[src/rtl/dfs_pkg.sv]
// Shared types, widths and constants for the Dickey-Fuller statistic block.
// Holds the summary snapshot type, status codes and the back end's micro-program.
// No dependencies.
package dfs_pkg;

  localparam int SAMPLE_W   = 20;
  localparam int DIFF_W     = 21;
  localparam int CNT_W      = 17;
  localparam int SX_W       = 37;
  localparam int SY_W       = 38;
  localparam int SXX_W      = 55;
  localparam int SXY_W      = 57;
  localparam int SYY_W      = 58;
  localparam int OUT_W      = 48;
  localparam int SE_W       = 47;
  localparam int STATUS_W   = 3;
  // wide word covers |Cxy^2*(n-2)| << 48, the largest operand for FRACTION_BITS <= 24
  localparam int BIG_W      = 208;
  localparam int ROOT_W     = BIG_W / 2;
  localparam int ITER_W     = $clog2(BIG_W + 1);
  localparam int FIFO_DEPTH = 2;
  localparam int PC_W       = 6;
  localparam int RF_DEPTH   = 14;
  localparam int RA_W       = $clog2(RF_DEPTH);

  localparam int MAX_PAIRS_DEF     = 65536;
  localparam int FRACTION_BITS_DEF = 16;

  typedef struct packed {
    logic [CNT_W-1:0]        count;
    logic                    overflow;
    logic signed [SX_W-1:0]  sx;
    logic signed [SY_W-1:0]  sy;
    logic signed [SXX_W-1:0] sxx;
    logic signed [SXY_W-1:0] sxy;
    logic signed [SYY_W-1:0] syy;
  } snap_t;

  typedef enum logic [STATUS_W-1:0] {
    STATUS_OK    = 3'd0,
    STATUS_FEW   = 3'd1,
    STATUS_FLAT  = 3'd2,
    STATUS_EXACT = 3'd3,
    STATUS_OVF   = 3'd4
  } status_e;

  typedef enum logic [RA_W-1:0] {
    R_N, R_SX, R_SY, R_SXX, R_SXY, R_SYY, R_NM2,
    R_T1, R_T2, R_CXX, R_CXY, R_CYY, R_D, R_DEN
  } reg_e;

  typedef enum logic [2:0] {
    OP_LOAD, OP_MUL, OP_SUB, OP_CHK_CXX, OP_CHK_D, OP_QUO, OP_ROOT, OP_END
  } op_e;

  typedef enum logic [2:0] {
    BK_IDLE, BK_FETCH, BK_EXEC, BK_MUL, BK_DIV, BK_SQRT, BK_DONE
  } bk_state_e;

  localparam logic [1:0] SLOT_ICPT  = 2'd0;
  localparam logic [1:0] SLOT_GAMMA = 2'd1;
  localparam logic [1:0] SLOT_SE    = 2'd2;
  localparam logic [1:0] SLOT_STAT  = 2'd3;

  typedef struct packed {
    op_e        op;
    reg_e       dst;
    reg_e       a;
    reg_e       b;
    logic [1:0] slot;
    logic       cxy_sign;
  } uop_t;

  function automatic uop_t mk(op_e op, reg_e dst, reg_e a, reg_e b,
                              logic [1:0] slot, logic cxy_sign);
    uop_t u;
    u.op       = op;
    u.dst      = dst;
    u.a        = a;
    u.b        = b;
    u.slot     = slot;
    u.cxy_sign = cxy_sign;
    return u;
  endfunction

  function automatic uop_t program_rom(logic [PC_W-1:0] pc);
    uop_t u;
    unique case (pc)
      6'd0:  u = mk(OP_LOAD, R_N,   R_N,   R_N,   SLOT_ICPT, 1'b0);
      6'd1:  u = mk(OP_LOAD, R_SX,  R_N,   R_N,   SLOT_ICPT, 1'b0);
      6'd2:  u = mk(OP_LOAD, R_SY,  R_N,   R_N,   SLOT_ICPT, 1'b0);
      6'd3:  u = mk(OP_LOAD, R_SXX, R_N,   R_N,   SLOT_ICPT, 1'b0);
      6'd4:  u = mk(OP_LOAD, R_SXY, R_N,   R_N,   SLOT_ICPT, 1'b0);
      6'd5:  u = mk(OP_LOAD, R_SYY, R_N,   R_N,   SLOT_ICPT, 1'b0);
      6'd6:  u = mk(OP_LOAD, R_NM2, R_N,   R_N,   SLOT_ICPT, 1'b0);
      6'd7:  u = mk(OP_MUL,  R_T1,  R_N,   R_SXX, SLOT_ICPT, 1'b0);
      6'd8:  u = mk(OP_MUL,  R_T2,  R_SX,  R_SX,  SLOT_ICPT, 1'b0);
      6'd9:  u = mk(OP_SUB,  R_CXX, R_T1,  R_T2,  SLOT_ICPT, 1'b0);
      6'd10: u = mk(OP_MUL,  R_T1,  R_N,   R_SXY, SLOT_ICPT, 1'b0);
      6'd11: u = mk(OP_MUL,  R_T2,  R_SX,  R_SY,  SLOT_ICPT, 1'b0);
      6'd12: u = mk(OP_SUB,  R_CXY, R_T1,  R_T2,  SLOT_ICPT, 1'b0);
      6'd13: u = mk(OP_MUL,  R_T1,  R_N,   R_SYY, SLOT_ICPT, 1'b0);
      6'd14: u = mk(OP_MUL,  R_T2,  R_SY,  R_SY,  SLOT_ICPT, 1'b0);
      6'd15: u = mk(OP_SUB,  R_CYY, R_T1,  R_T2,  SLOT_ICPT, 1'b0);
      6'd16: u = mk(OP_CHK_CXX, R_N, R_CXX, R_CXX, SLOT_ICPT, 1'b0);
      6'd17: u = mk(OP_MUL,  R_T1,  R_CYY, R_CXX, SLOT_ICPT, 1'b0);
      6'd18: u = mk(OP_MUL,  R_T2,  R_CXY, R_CXY, SLOT_ICPT, 1'b0);
      6'd19: u = mk(OP_SUB,  R_D,   R_T1,  R_T2,  SLOT_ICPT, 1'b0);
      6'd20: u = mk(OP_CHK_D, R_N,  R_D,   R_D,   SLOT_ICPT, 1'b0);
      6'd21: u = mk(OP_MUL,  R_T1,  R_SY,  R_CXX, SLOT_ICPT, 1'b0);
      6'd22: u = mk(OP_MUL,  R_T2,  R_CXY, R_SX,  SLOT_ICPT, 1'b0);
      6'd23: u = mk(OP_SUB,  R_T1,  R_T1,  R_T2,  SLOT_ICPT, 1'b0);
      6'd24: u = mk(OP_MUL,  R_DEN, R_N,   R_CXX, SLOT_ICPT, 1'b0);
      6'd25: u = mk(OP_QUO,  R_N,   R_T1,  R_DEN, SLOT_ICPT, 1'b0);
      6'd26: u = mk(OP_QUO,  R_N,   R_CXY, R_CXX, SLOT_GAMMA, 1'b0);
      6'd27: u = mk(OP_MUL,  R_DEN, R_CXX, R_CXX, SLOT_ICPT, 1'b0);
      6'd28: u = mk(OP_MUL,  R_DEN, R_DEN, R_NM2, SLOT_ICPT, 1'b0);
      6'd29: u = mk(OP_ROOT, R_N,   R_D,   R_DEN, SLOT_SE, 1'b0);
      6'd30: u = mk(OP_MUL,  R_T1,  R_CXY, R_CXY, SLOT_ICPT, 1'b0);
      6'd31: u = mk(OP_MUL,  R_T1,  R_T1,  R_NM2, SLOT_ICPT, 1'b0);
      6'd32: u = mk(OP_ROOT, R_N,   R_T1,  R_D,   SLOT_STAT, 1'b1);
      default: u = mk(OP_END, R_N,  R_N,   R_N,   SLOT_ICPT, 1'b0);
    endcase
    return u;
  endfunction

endpackage

[src/rtl/dfs_fifo.sv]
// Short queue of series snapshots between the front and back ends.
// Depends on dfs_pkg.
module dfs_fifo (
  input  logic           clk_i,
  input  logic           rst_ni,
  input  logic           push_i,
  input  dfs_pkg::snap_t data_i,
  output logic           full_o,
  input  logic           pop_i,
  output logic           empty_o,
  output dfs_pkg::snap_t data_o
);

  localparam int PTR_W = $clog2(dfs_pkg::FIFO_DEPTH);

  dfs_pkg::snap_t        mem [dfs_pkg::FIFO_DEPTH];
  logic [PTR_W-1:0]      wr_ptr_q, rd_ptr_q;
  logic [PTR_W:0]        count_q;
  logic                  do_push, do_pop;

  assign full_o  = (count_q == (PTR_W+1)'(dfs_pkg::FIFO_DEPTH));
  assign empty_o = (count_q == '0);
  assign do_push = push_i & ~full_o;
  assign do_pop  = pop_i & ~empty_o;
  assign data_o  = mem[rd_ptr_q];

  always_ff @(posedge clk_i) begin
    if (do_push) begin
      mem[wr_ptr_q] <= data_i;
    end
  end

  always_ff @(posedge clk_i or negedge rst_ni) begin
    if (!rst_ni) begin
      wr_ptr_q <= '0;
      rd_ptr_q <= '0;
      count_q  <= '0;
    end else begin
      if (do_push) begin
        wr_ptr_q <= (wr_ptr_q == PTR_W'(dfs_pkg::FIFO_DEPTH - 1)) ? '0 : wr_ptr_q + PTR_W'(1);
      end
      if (do_pop) begin
        rd_ptr_q <= (rd_ptr_q == PTR_W'(dfs_pkg::FIFO_DEPTH - 1)) ? '0 : rd_ptr_q + PTR_W'(1);
      end
      if (do_push && !do_pop) begin
        count_q <= count_q + (PTR_W+1)'(1);
      end else if (do_pop && !do_push) begin
        count_q <= count_q - (PTR_W+1)'(1);
      end
    end
  end

  a_count_range: assert property (@(posedge clk_i) disable iff (!rst_ni)
    count_q <= (PTR_W+1)'(dfs_pkg::FIFO_DEPTH))
    else $error("queue count beyond depth");

  a_ptr_match: assert property (@(posedge clk_i) disable iff (!rst_ni)
    (empty_o || full_o) |-> (wr_ptr_q == rd_ptr_q))
    else $error("queue pointers disagree with count");

endmodule

[config.mk]
export PLATFORM = sky130hd
export DESIGN_NAME = dfs_fifo
export DESIGN_NICKNAME = d
export VERILOG_FILES = /design/src/rtl/dfs_pkg.sv /design/src/rtl/dfs_fifo.sv
export SDC_FILE = /design/constraint.sdc
export NUM_CORES = 1
export LEC_CHECK = 0
export BUFFER_PORTS_ARGS = -buffer_cell sky130_fd_sc_hd__clkbuf_2
export CAP_MARGIN = 30
export CORE_AREA = 2 2 207 209
export DETAILED_ROUTE_END_ITERATION = 16
export DIE_AREA = 0 0 209 211
export GPL_TIMING_DRIVEN = 0
export PLACE_DENSITY_LB_ADDON = 0.2
export RECOVER_POWER = 50
export SLEW_MARGIN = 40
export SYNTH_ARGS = -nofsm -noshare
export SYNTH_HDL_FRONTEND = slang
export SYNTH_SLANG_ARGS = --single-unit
export TNS_END_PERCENT = 20
[constraint.sdc]
create_clock -name clk_i -period 29.9 [get_ports clk_i]
set_input_delay 1.495 -clock clk_i [delete_from_list [all_inputs] [get_ports clk_i]]
set_output_delay 1.495 -clock clk_i [all_outputs]
set_load 0.005 [all_outputs]
==> results.yml <==
timing:
  grt_setup_unrepaired: "no"
  fin_tns_setup_ps: 0
  hold_viol_final: 0
  fin_skew_ps: 8.60
  worst_slack_ps: 24780
  worstMarginPinSlew_ps: 2030
  slew_headroom_pct: -35.0
  fin_crit_ps: 5120
  period_share_pct: 17.1
  fmax_mhz: 195
  finalSetupViolCount: 0
  slew_viol_final: 85
  worst_hold_slack_ps: 496
yosys:
  syn_area_per_cell_um2: 23.1
  synthCells: 837
  yosys_warnings: 0
  synth_fp_nets: 1105
  synth_cell_types: 14
  synth-seq-cells: 530
  syn_area_mm2: 0.0193
  synth_seq_area_share_pct: 82.2
layout:
  final_nets: 1717
  fin_area_mm2: 0.0246
  fillers: 3258
  area_growth_pct: 27.0
  layout.cells.non_filler: 2033
  fin_util_pct: 58.8
  drive_gt1_share_pct: 50.1
setup_path:
  critPathMostFrequentCell: "clkbuf_1"
  r2r-start: "count_q[0]"
  startpoint_type: "primary input"
  slowest_delay_ps: 1340
  path_class: "in2reg"
  crit_fanout: 30
  crit_arrival_ps: 5290
  end_kind: "flop"
  rrSetupSlack_ps: 25160
  path_cells: "clkbuf_1 -> and3_1 -> clkbuf_1 -> clkbuf_1"
  crit_start: "push_i"
  cp.required_ps: 30070
  cp_slowest_cell: "clkbuf_1"
route:
  dr.pass1.iters: 4
  drtIter0Drc: 582
  postRouteAntennaNets: 0
  routed_wirelength_um: 42700
  drc: 0
  via_per_inst: 4.91
  vias: 9987
  wl_per_cell_um: 21.0
run:
  maxCapViolCount: 3
hold_path:
  hold_start: "wr_ptr_q"
  hp-class: "reg2reg"
grt:
  grt_pass1_vias: 10218
  overflow: 0
  grt_max_degree: 36
  grt_first_pass_wirelength_um: 61400
  track_usage_pct: 18.8
  antenna_found_initial: 10
clocking:
  cts_setup_buffers: 0
  cts_max_level: 2
  cts.path.max_buffers: 3
  numCtsBuffers: 53
  cts-root-buf: "clkbuf_16"
  cts_resized: 0
  clk_pin_slew_ps: 60
  cts_tree: "yes"
  clock-sinks: 530
  insertion_delay_ps: 580
  hold_buffers: 0
placement:
  place_hpwl_um: 31300
  gp_congestion: 0.767
  place_area_mm2: 0.0232
  port-buffer-count: 531
  dpl.cell_count: 1933
  pre_cts_ws_ps: 26420
die:
  fp.dieH_um: 211
  initial_core_util_pct: 46.3
  dieArea_mm2: 0.0441
  die_width_um: 209
  rows: 75
  core-area_mm2: 0.0418
  ios: 532
outcome:
  status: "finished with violations"
  violations: "max-capacitance violations, max-slew violations"
power_and_ir_drop:
  power_density_mw_per_mm2: 97.5
  vdd_ir_drop_max_uv: 58.7
  p_leak_nw: 8.92
  power.total_mw: 2.39
## metal layers
metal	vias to the layer above	GRT usage [%]	wire length (um)
li1	4610	-	-
met1	4924	21.1	15500
met2	381	32.3	21900
met3	68	7.34	4130
met4	4	7.39	1180
met5	-	0	25
## path summary, 6_finish.rpt
| check | to | cells after the start |
|---|---|---|
| worst max-delay path | mem[1][20] | 4 |
| worst min-delay path | wr_ptr_q | 1 |
| worst max register to register | mem[1][20] | 4 |
| worst min register to register | wr_ptr_q | 1 |
| max in group asynchronous | wr_ptr_q | 1 |
| min in group asynchronous | count_q[0] | 1 |
## report_power, final
| group | internal [mW] | switching (mW) |
|---|---|---|
| Combinational | 0.362 | 0.364 |
| Clock | 0.358 | 0.262 |
| Sequential | 1.01 | 0.0321 |
| Total | 1.74 | 0.658 |
## flip-flops by register name, indices dropped and copies added, names as in the netlist
name      count
count_q       2
wr_ptr_q      1
rd_ptr_q      1
mem         526
## worst max-delay path, delay by kind of cell
kind,cells,cell delay (ps)
simple gates,1,1070
buf+inv,3,2690
## synthesized netlist by cell type
master    count  area [um2]
edfxtp_1    526       15800
mux2_2      263        2960
clkbuf_8     21         289
buf_6         8        90.1
dfrtp_1       4         100
nor2_1        3        11.3
xnor2_1       3        26.3
inv_1         2        7.51
xor2_1        2        17.5
and3_1        1        6.26
ha_1          1        12.5
nand2_1       1        3.75
nand2b_1      1        6.26
o21ai_0       1        5.00
## layout by cell type, fill, tap and decap left out
master	instances
and3_1	1
buf_1	2
buf_12	5
buf_16	9
buf_6	8
buf_8	6
bufinv_16	3
clkbuf_1	181
clkbuf_16	55
clkbuf_2	363
clkbuf_8	21
clkinv_1	13
clkinv_2	10
clkinv_4	1
dfrtp_1	4
diode_2	8
edfxtp_1	526
ha_1	1
inv_1	2
inv_6	1
mux2_2	263
nand2_1	1
nand2b_1	1
nor2_1	3
o21ai_0	1
xnor2_1	3
xor2_1	2
## logic make-up after synthesis
family / after synthesis / share of synthesized area (%)
AO/OA/AOI/OAI: 1 / 0.0259
multiplexers: 263 / 15.3
XOR/XNOR: 5 / 0.227
adder cells (fa/ha/maj): 1 / 0.0647
flip-flops: 530 / 82.2
AND/OR/NAND/NOR: 6 / 0.142
buffers and inverters: 31 / 2.00
## cell type report
| class | count | area (um2) | area share, % |
|---|---|---|---|
| clock inverter | 28 | 206 | 0.841 |
| clock buffer | 64 | 1410 | 5.74 |
| tap | 539 | 674 | 2.75 |
| timing repair buffer | 557 | 2910 | 11.8 |
| sequential | 530 | 15900 | 64.7 |
| inverter | 2 | 7.51 | 0.0306 |
| buffer | 29 | 379 | 1.54 |
| multi-input combinational | 276 | 3050 | 12.4 |
| antenna | 8 | 20.0 | 0.0815 |
Note: power is estimated with default switching activity, not from simulation.
