**config.mk**
```make
export PLATFORM = sky130hd
export DESIGN_NAME = dfs_front
export DESIGN_NICKNAME = d
export VERILOG_FILES = /design/src/rtl/dfs_pkg.sv /design/src/rtl/dfs_front.sv
export SDC_FILE = /design/constraint.sdc
export NUM_CORES = 2
export LEC_CHECK = 0
export BUFFER_PORTS_ARGS = -buffer_cell sky130_fd_sc_hd__buf_4
export CELL_PAD_IN_SITES_DETAIL_PLACEMENT = 0
export CELL_PAD_IN_SITES_GLOBAL_PLACEMENT = 1
export CORE_MARGIN = 2
export CORE_UTILIZATION = 44
export CTS_BUF_LIST = sky130_fd_sc_hd__clkbuf_4
export CTS_CLUSTER_SIZE = 24
export DETAILED_ROUTE_END_ITERATION = 10
export PLACE_DENSITY_LB_ADDON = 0.1
export REMOVE_ABC_BUFFERS = 1
export SYNTH_ARGS = -nofsm -noshare
export SYNTH_HDL_FRONTEND = slang
export SYNTH_SLANG_ARGS = --single-unit
```
**constraint.sdc**
```tcl
create_clock -name clk_i -period 26.6 [get_ports clk_i]
set_input_delay 2.66 -clock clk_i [delete_from_list [all_inputs] [get_ports clk_i]]
set_output_delay 2.66 -clock clk_i [all_outputs]
set_load 0.1 [all_outputs]
```
**src/rtl/dfs_pkg.sv**
```systemverilog
// Shared types, widths and constants for the Dickey-Fuller statistic block.
// Holds the summary snapshot type, status codes and the back end's micro-program.
// No dependencies.
package dfs_pkg;

  localparam int SAMPLE_W   = 20;
  localparam int DIFF_W     = 21;
  localparam int CNT_W      = 17;
  localparam int SX_W       = 37;
  localparam int SY_W       = 38;
  localparam int SXX_W      = 55;
  localparam int SXY_W      = 57;
  localparam int SYY_W      = 58;
  localparam int OUT_W      = 48;
  localparam int SE_W       = 47;
  localparam int STATUS_W   = 3;
  // wide word covers |Cxy^2*(n-2)| << 48, the largest operand for FRACTION_BITS <= 24
  localparam int BIG_W      = 208;
  localparam int ROOT_W     = BIG_W / 2;
  localparam int ITER_W     = $clog2(BIG_W + 1);
  localparam int FIFO_DEPTH = 2;
  localparam int PC_W       = 6;
  localparam int RF_DEPTH   = 14;
  localparam int RA_W       = $clog2(RF_DEPTH);

  localparam int MAX_PAIRS_DEF     = 65536;
  localparam int FRACTION_BITS_DEF = 16;

  typedef struct packed {
    logic [CNT_W-1:0]        count;
    logic                    overflow;
    logic signed [SX_W-1:0]  sx;
    logic signed [SY_W-1:0]  sy;
    logic signed [SXX_W-1:0] sxx;
    logic signed [SXY_W-1:0] sxy;
    logic signed [SYY_W-1:0] syy;
  } snap_t;

  typedef enum logic [STATUS_W-1:0] {
    STATUS_OK    = 3'd0,
    STATUS_FEW   = 3'd1,
    STATUS_FLAT  = 3'd2,
    STATUS_EXACT = 3'd3,
    STATUS_OVF   = 3'd4
  } status_e;

  typedef enum logic [RA_W-1:0] {
    R_N, R_SX, R_SY, R_SXX, R_SXY, R_SYY, R_NM2,
    R_T1, R_T2, R_CXX, R_CXY, R_CYY, R_D, R_DEN
  } reg_e;

  typedef enum logic [2:0] {
    OP_LOAD, OP_MUL, OP_SUB, OP_CHK_CXX, OP_CHK_D, OP_QUO, OP_ROOT, OP_END
  } op_e;

  typedef enum logic [2:0] {
    BK_IDLE, BK_FETCH, BK_EXEC, BK_MUL, BK_DIV, BK_SQRT, BK_DONE
  } bk_state_e;

  localparam logic [1:0] SLOT_ICPT  = 2'd0;
  localparam logic [1:0] SLOT_GAMMA = 2'd1;
  localparam logic [1:0] SLOT_SE    = 2'd2;
  localparam logic [1:0] SLOT_STAT  = 2'd3;

  typedef struct packed {
    op_e        op;
    reg_e       dst;
    reg_e       a;
    reg_e       b;
    logic [1:0] slot;
    logic       cxy_sign;
  } uop_t;

  function automatic uop_t mk(op_e op, reg_e dst, reg_e a, reg_e b,
                              logic [1:0] slot, logic cxy_sign);
    uop_t u;
    u.op       = op;
    u.dst      = dst;
    u.a        = a;
    u.b        = b;
    u.slot     = slot;
    u.cxy_sign = cxy_sign;
    return u;
  endfunction

  function automatic uop_t program_rom(logic [PC_W-1:0] pc);
    uop_t u;
    unique case (pc)
      6'd0:  u = mk(OP_LOAD, R_N,   R_N,   R_N,   SLOT_ICPT, 1'b0);
      6'd1:  u = mk(OP_LOAD, R_SX,  R_N,   R_N,   SLOT_ICPT, 1'b0);
      6'd2:  u = mk(OP_LOAD, R_SY,  R_N,   R_N,   SLOT_ICPT, 1'b0);
      6'd3:  u = mk(OP_LOAD, R_SXX, R_N,   R_N,   SLOT_ICPT, 1'b0);
      6'd4:  u = mk(OP_LOAD, R_SXY, R_N,   R_N,   SLOT_ICPT, 1'b0);
      6'd5:  u = mk(OP_LOAD, R_SYY, R_N,   R_N,   SLOT_ICPT, 1'b0);
      6'd6:  u = mk(OP_LOAD, R_NM2, R_N,   R_N,   SLOT_ICPT, 1'b0);
      6'd7:  u = mk(OP_MUL,  R_T1,  R_N,   R_SXX, SLOT_ICPT, 1'b0);
      6'd8:  u = mk(OP_MUL,  R_T2,  R_SX,  R_SX,  SLOT_ICPT, 1'b0);
      6'd9:  u = mk(OP_SUB,  R_CXX, R_T1,  R_T2,  SLOT_ICPT, 1'b0);
      6'd10: u = mk(OP_MUL,  R_T1,  R_N,   R_SXY, SLOT_ICPT, 1'b0);
      6'd11: u = mk(OP_MUL,  R_T2,  R_SX,  R_SY,  SLOT_ICPT, 1'b0);
      6'd12: u = mk(OP_SUB,  R_CXY, R_T1,  R_T2,  SLOT_ICPT, 1'b0);
      6'd13: u = mk(OP_MUL,  R_T1,  R_N,   R_SYY, SLOT_ICPT, 1'b0);
      6'd14: u = mk(OP_MUL,  R_T2,  R_SY,  R_SY,  SLOT_ICPT, 1'b0);
      6'd15: u = mk(OP_SUB,  R_CYY, R_T1,  R_T2,  SLOT_ICPT, 1'b0);
      6'd16: u = mk(OP_CHK_CXX, R_N, R_CXX, R_CXX, SLOT_ICPT, 1'b0);
      6'd17: u = mk(OP_MUL,  R_T1,  R_CYY, R_CXX, SLOT_ICPT, 1'b0);
      6'd18: u = mk(OP_MUL,  R_T2,  R_CXY, R_CXY, SLOT_ICPT, 1'b0);
      6'd19: u = mk(OP_SUB,  R_D,   R_T1,  R_T2,  SLOT_ICPT, 1'b0);
      6'd20: u = mk(OP_CHK_D, R_N,  R_D,   R_D,   SLOT_ICPT, 1'b0);
      6'd21: u = mk(OP_MUL,  R_T1,  R_SY,  R_CXX, SLOT_ICPT, 1'b0);
      6'd22: u = mk(OP_MUL,  R_T2,  R_CXY, R_SX,  SLOT_ICPT, 1'b0);
      6'd23: u = mk(OP_SUB,  R_T1,  R_T1,  R_T2,  SLOT_ICPT, 1'b0);
      6'd24: u = mk(OP_MUL,  R_DEN, R_N,   R_CXX, SLOT_ICPT, 1'b0);
      6'd25: u = mk(OP_QUO,  R_N,   R_T1,  R_DEN, SLOT_ICPT, 1'b0);
      6'd26: u = mk(OP_QUO,  R_N,   R_CXY, R_CXX, SLOT_GAMMA, 1'b0);
      6'd27: u = mk(OP_MUL,  R_DEN, R_CXX, R_CXX, SLOT_ICPT, 1'b0);
      6'd28: u = mk(OP_MUL,  R_DEN, R_DEN, R_NM2, SLOT_ICPT, 1'b0);
      6'd29: u = mk(OP_ROOT, R_N,   R_D,   R_DEN, SLOT_SE, 1'b0);
      6'd30: u = mk(OP_MUL,  R_T1,  R_CXY, R_CXY, SLOT_ICPT, 1'b0);
      6'd31: u = mk(OP_MUL,  R_T1,  R_T1,  R_NM2, SLOT_ICPT, 1'b0);
      6'd32: u = mk(OP_ROOT, R_N,   R_T1,  R_D,   SLOT_STAT, 1'b1);
      default: u = mk(OP_END, R_N,  R_N,   R_N,   SLOT_ICPT, 1'b0);
    endcase
    return u;
  endfunction

endpackage

```
**src/rtl/dfs_front.sv**
```systemverilog
// Front end: pairs each sample with its predecessor and keeps the exact sums.
// On the last sample it hands a snapshot of the sums to the queue and clears.
// Depends on dfs_pkg.
module dfs_front #(
  parameter int MAX_PAIRS = dfs_pkg::MAX_PAIRS_DEF
) (
  input  logic                                  clk_i,
  input  logic                                  rst_ni,
  input  logic                                  push_i,
  input  logic signed [dfs_pkg::SAMPLE_W-1:0]   sample_i,
  input  logic                                  last_i,
  output logic                                  full_o,
  input  logic                                  fifo_full_i,
  output logic                                  snap_push_o,
  output dfs_pkg::snap_t                        snap_o
);

  logic                                 stall, accept, fire, take, ovf_hit;
  logic signed [dfs_pkg::SAMPLE_W-1:0]  prev_q;
  logic                                 have_prev_q;
  logic                                 s1_valid_q, s1_last_q, s1_pair_q;
  logic signed [dfs_pkg::SAMPLE_W-1:0]  s1_x_q;
  logic signed [dfs_pkg::DIFF_W-1:0]    s1_y_q, diff;
  logic signed [39:0]                   xx;
  logic signed [40:0]                   xy;
  logic signed [41:0]                   yy;
  logic [dfs_pkg::CNT_W-1:0]            cnt_q, cnt_d;
  logic                                 ovf_q, ovf_d;
  logic signed [dfs_pkg::SX_W-1:0]      sx_q, sx_d;
  logic signed [dfs_pkg::SY_W-1:0]      sy_q, sy_d;
  logic signed [dfs_pkg::SXX_W-1:0]     sxx_q, sxx_d;
  logic signed [dfs_pkg::SXY_W-1:0]     sxy_q, sxy_d;
  logic signed [dfs_pkg::SYY_W-1:0]     syy_q, syy_d;

  // a last item waits in stage 1 until the queue has room
  assign stall  = s1_valid_q & s1_last_q & fifo_full_i;
  assign full_o = stall;
  assign accept = push_i & ~stall;
  assign fire   = s1_valid_q & ~stall;

  assign diff = dfs_pkg::DIFF_W'(sample_i) - dfs_pkg::DIFF_W'(prev_q);

  assign xx = s1_x_q * s1_x_q;
  assign xy = s1_x_q * s1_y_q;
  assign yy = s1_y_q * s1_y_q;

  assign ovf_hit = s1_valid_q & s1_pair_q & (cnt_q >= dfs_pkg::CNT_W'(MAX_PAIRS));
  assign take    = s1_valid_q & s1_pair_q & ~ovf_hit;

  always_comb begin
    cnt_d = take ? cnt_q + dfs_pkg::CNT_W'(1) : cnt_q;
    ovf_d = ovf_q | ovf_hit;
    sx_d  = take ? sx_q  + dfs_pkg::SX_W'(s1_x_q)  : sx_q;
    sy_d  = take ? sy_q  + dfs_pkg::SY_W'(s1_y_q)  : sy_q;
    sxx_d = take ? sxx_q + dfs_pkg::SXX_W'(xx)     : sxx_q;
    sxy_d = take ? sxy_q + dfs_pkg::SXY_W'(xy)     : sxy_q;
    syy_d = take ? syy_q + dfs_pkg::SYY_W'(yy)     : syy_q;
  end

  assign snap_push_o    = fire & s1_last_q;
  assign snap_o.count    = cnt_d;
  assign snap_o.overflow = ovf_d;
  assign snap_o.sx       = sx_d;
  assign snap_o.sy       = sy_d;
  assign snap_o.sxx      = sxx_d;
  assign snap_o.sxy      = sxy_d;
  assign snap_o.syy      = syy_d;

  always_ff @(posedge clk_i or negedge rst_ni) begin
    if (!rst_ni) begin
      prev_q      <= '0;
      have_prev_q <= 1'b0;
      s1_valid_q  <= 1'b0;
      s1_last_q   <= 1'b0;
      s1_pair_q   <= 1'b0;
    end else begin
      if (!stall) begin
        s1_valid_q <= accept;
      end
      if (accept) begin
        prev_q      <= sample_i;
        have_prev_q <= ~last_i;
        s1_last_q   <= last_i;
        s1_pair_q   <= have_prev_q;
      end
    end
  end

  always_ff @(posedge clk_i) begin
    if (accept) begin
      s1_x_q <= prev_q;
      s1_y_q <= diff;
    end
  end

  always_ff @(posedge clk_i or negedge rst_ni) begin
    if (!rst_ni) begin
      cnt_q <= '0;
      ovf_q <= 1'b0;
      sx_q  <= '0;
      sy_q  <= '0;
      sxx_q <= '0;
      sxy_q <= '0;
      syy_q <= '0;
    end else if (fire) begin
      if (s1_last_q) begin
        cnt_q <= '0;
        ovf_q <= 1'b0;
        sx_q  <= '0;
        sy_q  <= '0;
        sxx_q <= '0;
        sxy_q <= '0;
        syy_q <= '0;
      end else begin
        cnt_q <= cnt_d;
        ovf_q <= ovf_d;
        sx_q  <= sx_d;
        sy_q  <= sy_d;
        sxx_q <= sxx_d;
        sxy_q <= sxy_d;
        syy_q <= syy_d;
      end
    end
  end

  a_push_room: assert property (@(posedge clk_i) disable iff (!rst_ni)
    snap_push_o |-> !fifo_full_i)
    else $error("snapshot pushed into a full queue");

  a_clear_after: assert property (@(posedge clk_i) disable iff (!rst_ni)
    snap_push_o |=> (cnt_q == '0 && !ovf_q && sx_q == '0 && syy_q == '0))
    else $error("sums not cleared after series end");

endmodule

```
==> reports/results.txt <==
RSZ-0062 raised after global routing: no
main combinational cell family by area after synthesis: adder cells
Arr. time, crit path: 11.38 ns
clk root buf: clkbuf_4
Avg Synthesized Cell Area: 8.906 um2
clk sink count: 328
DIE WIDTH: 429.7 um
Clock H-tree levels: 3
min Tclk post-route: 14.04 ns
slew at the pin closest to its max-slew limit: 1.256 ns
IO Pins: 290
Mapped Area: 79,730 um2
Layout area overhead: 7.766%
Synth Area in XOR/XNOR: 0.03394
postcts setup bufs: 0
type of the worst setup path: reg2out
CTS buffer count: 108
GRT Util Overall: 0.2751
skew final: 0.08865 ns
Final Hold Vio Count: 0
Skew-Pair Late Insertion Delay: 1.19 ns
GP Congestion: 0.9550
I/O Buffers: 289
Antenna Nets Post-Route: 0
# hold bufs at CTS: 0
drt wl/cell: 21.25 um
top-count cell post-synth: inv_1
worst path required time: 23.94 ns
max frequency: 71.20 MHz
CP endpoint kind: output port
maxcap violations: 0
yosys warns: 0
Longest Clk Path Bufs: 3
Synth Area in Compound Gates: 0.1036
Initial Util: 0.4421
area leader, netlist: fa_1
status: finished clean
vias per cell: 5.198
Residual DRC: 0
final setup TNS: 0 ns
die area: 184,600 um2
# setup viols final: 0
top cells by area, synth: fa_1, inv_1, ha_1
GRT overflow: 0
Worst Hold Class: reg2reg
CTS clk-pin slew, worst paths: 0.07 ns
post-DP HPWL: 188,500 um
top post-synthesis cells by count: inv_1, fa_1, nand2_1
via count: 60,200
top_reg_cell synth: dfrtp_1
post-synthesis sequential area ratio: 0.1055
area share of the largest cell type after synthesis: 0.4160
fin crit share: 0.5280
number of global-route vias before repair: 64,110
critical path launch point type: flip-flop
pin count of the biggest net entering global routing: 196
#FFs+latches synth: 328
TritonCTS clock tree: built
crit-path max FO: 46
Yosys cell types: 91
WHS: 0.4459 ns
adder-cell share of the synthesized area: 0.5162
core outline area: 180,400 um2
simple-gate share of the synthesized area: 0.1084
Die Height: 429.7 um
Mapped Cells: 8,953
DRT iter0 DRCs: 3,732
Std-Cell Rows: 156
Net count, final: 11,440
multiplexer share of the synthesized area: 0.001852
DRT Pass-1 Iters: 6
post-CTS sizing: 0
total wire length: 246,100 um
initial antenna violation count: 14
Slew headroom: 0.1547
FFs w/ async S/R, synth: 0.8750
max-slew violation count: 0
share of cells above drive strength 1: 0.07182
first-pass GRT wire length: 385,200 um
Post-synth EDFFs: 41
## metal layers
metal | track usage | up-vias | share of wire
li1 | - | 27460 | -
met1 | 0.3723 | 30930 | 0.43
met2 | 0.4689 | 1474 | 0.49
met3 | 0.03109 | 328 | 0.048
met4 | 0.07308 | 6 | 0.030
met5 | 0 | - | 0.00011
## path summary, 6_finish.rpt
check                                        from  cells after the start  slack [ns]                    end
max                          s1_y_q[20]$_DFFE_PP_                     25       12.56             snap_o[40]
min                        prev_q[11]$_DFFE_PN0P_                      0        0.45   s1_x_q[11]$_DFFE_PP_
max reg2reg                  s1_y_q[20]$_DFFE_PP_                     24       16.59  syy_q[52]$_DFFE_PN0P_
min reg2reg                prev_q[11]$_DFFE_PN0P_                      0        0.45   s1_x_q[11]$_DFFE_PP_
max in group asynchronous                  rst_ni                      3       22.69  sxx_q[28]$_DFFE_PN0P_
min in group asynchronous                  rst_ni                      1        1.52  sxy_q[20]$_DFFE_PN0P_
## sequential cells by signal, summed over array words and instances (netlist names)
name         cells
sxx_q           55
have_prev_q      1
sx_q            37
prev_q          20
s1_pair_q        1
sy_q            38
s1_last_q        1
sxy_q           57
syy_q           58
s1_valid_q       1
s1_y_q          21
cnt_q           17
ovf_q            1
s1_x_q          20
## worst max-delay path, stage by stage (launching register included)
cell and delay, ns:
edfxtp_1 0.96, buf_4 0.70, nand2_1 0.30, fa_1 0.76
inv_2 0.87, fa_1 0.56, inv_1 0.09, fa_1 0.39
inv_1 0.08, fa_1 0.44, fa_1 0.50, fa_1 0.49
inv_1 0.05, fa_1 0.47, inv_1 0.04, ha_1 0.43
nand2_1 0.24, or4_1 0.56, a211oi_1 0.54, o21a_2 0.30
inv_1 0.05, o21ai_0 0.16, a21oi_1 0.10, xor2_1 0.18
o21ai_0 0.50, buf_4 0.40
## through the flow
| stage | cell area, um2 | utilization | cells | setup slack, ns |
|---|---|---|---|---|
| CTS | 85900 | 0.4763 | 11570 | 12.54 |
| finish | 85920 | 0.4764 | 11580 | 12.56 |
| floorplan | 78380 | - | 8607 | 12.76 |
| global route | 85920 | 0.4764 | 11580 | 11.83 |
| global placement | 84480 | 0.4684 | 11380 | 13.88 |
| detailed placement | 84480 | 0.4684 | 11380 | 13.85 |
## layout make-up
cell class / instances / area, um2
clock inverters: 43 / 272.8
well taps: 2370 / 2965
inverters: 2413 / 9057
clock buffers: 153 / 1149
flip-flops and latches: 328 / 8414
repair buffers: 400 / 3060
fillers: 17710 / 94430
diodes: 9 / 22.52
multi-input cells: 5866 / 60980
## cell usage in the layout, fill, tap and decap left out, drive strengths merged, types with 41 or more instances in the layout
cell type,instances
a21o,130
a21oi,230
a22o,99
a31oi,41
and2,245
and3,41
buf,400
clkbuf,153
clkinv,45
dfrtp,287
edfxtp,41
fa,1657
ha,638
inv,2408
nand2,1076
nand3,63
nand4,41
nor2,292
nor3,55
o21ai,522
xnor2,197
xor2,112
## logic make-up after synthesis
| group | count (synthesis) |
|---|---|
| multiplexers | 14 |
| XOR/XNOR | 309 |
| buffers and inverters | 2759 |
| AND/OR/NAND/NOR | 1942 |
| adder cells (fa/ha/maj) | 2295 |
| AO/OA/AOI/OAI | 1306 |
| flip-flops | 328 |
Power is left out: the tool's default activity adds up to more than one toggle a clock period on the data nets, which glitch-free logic cannot reach.
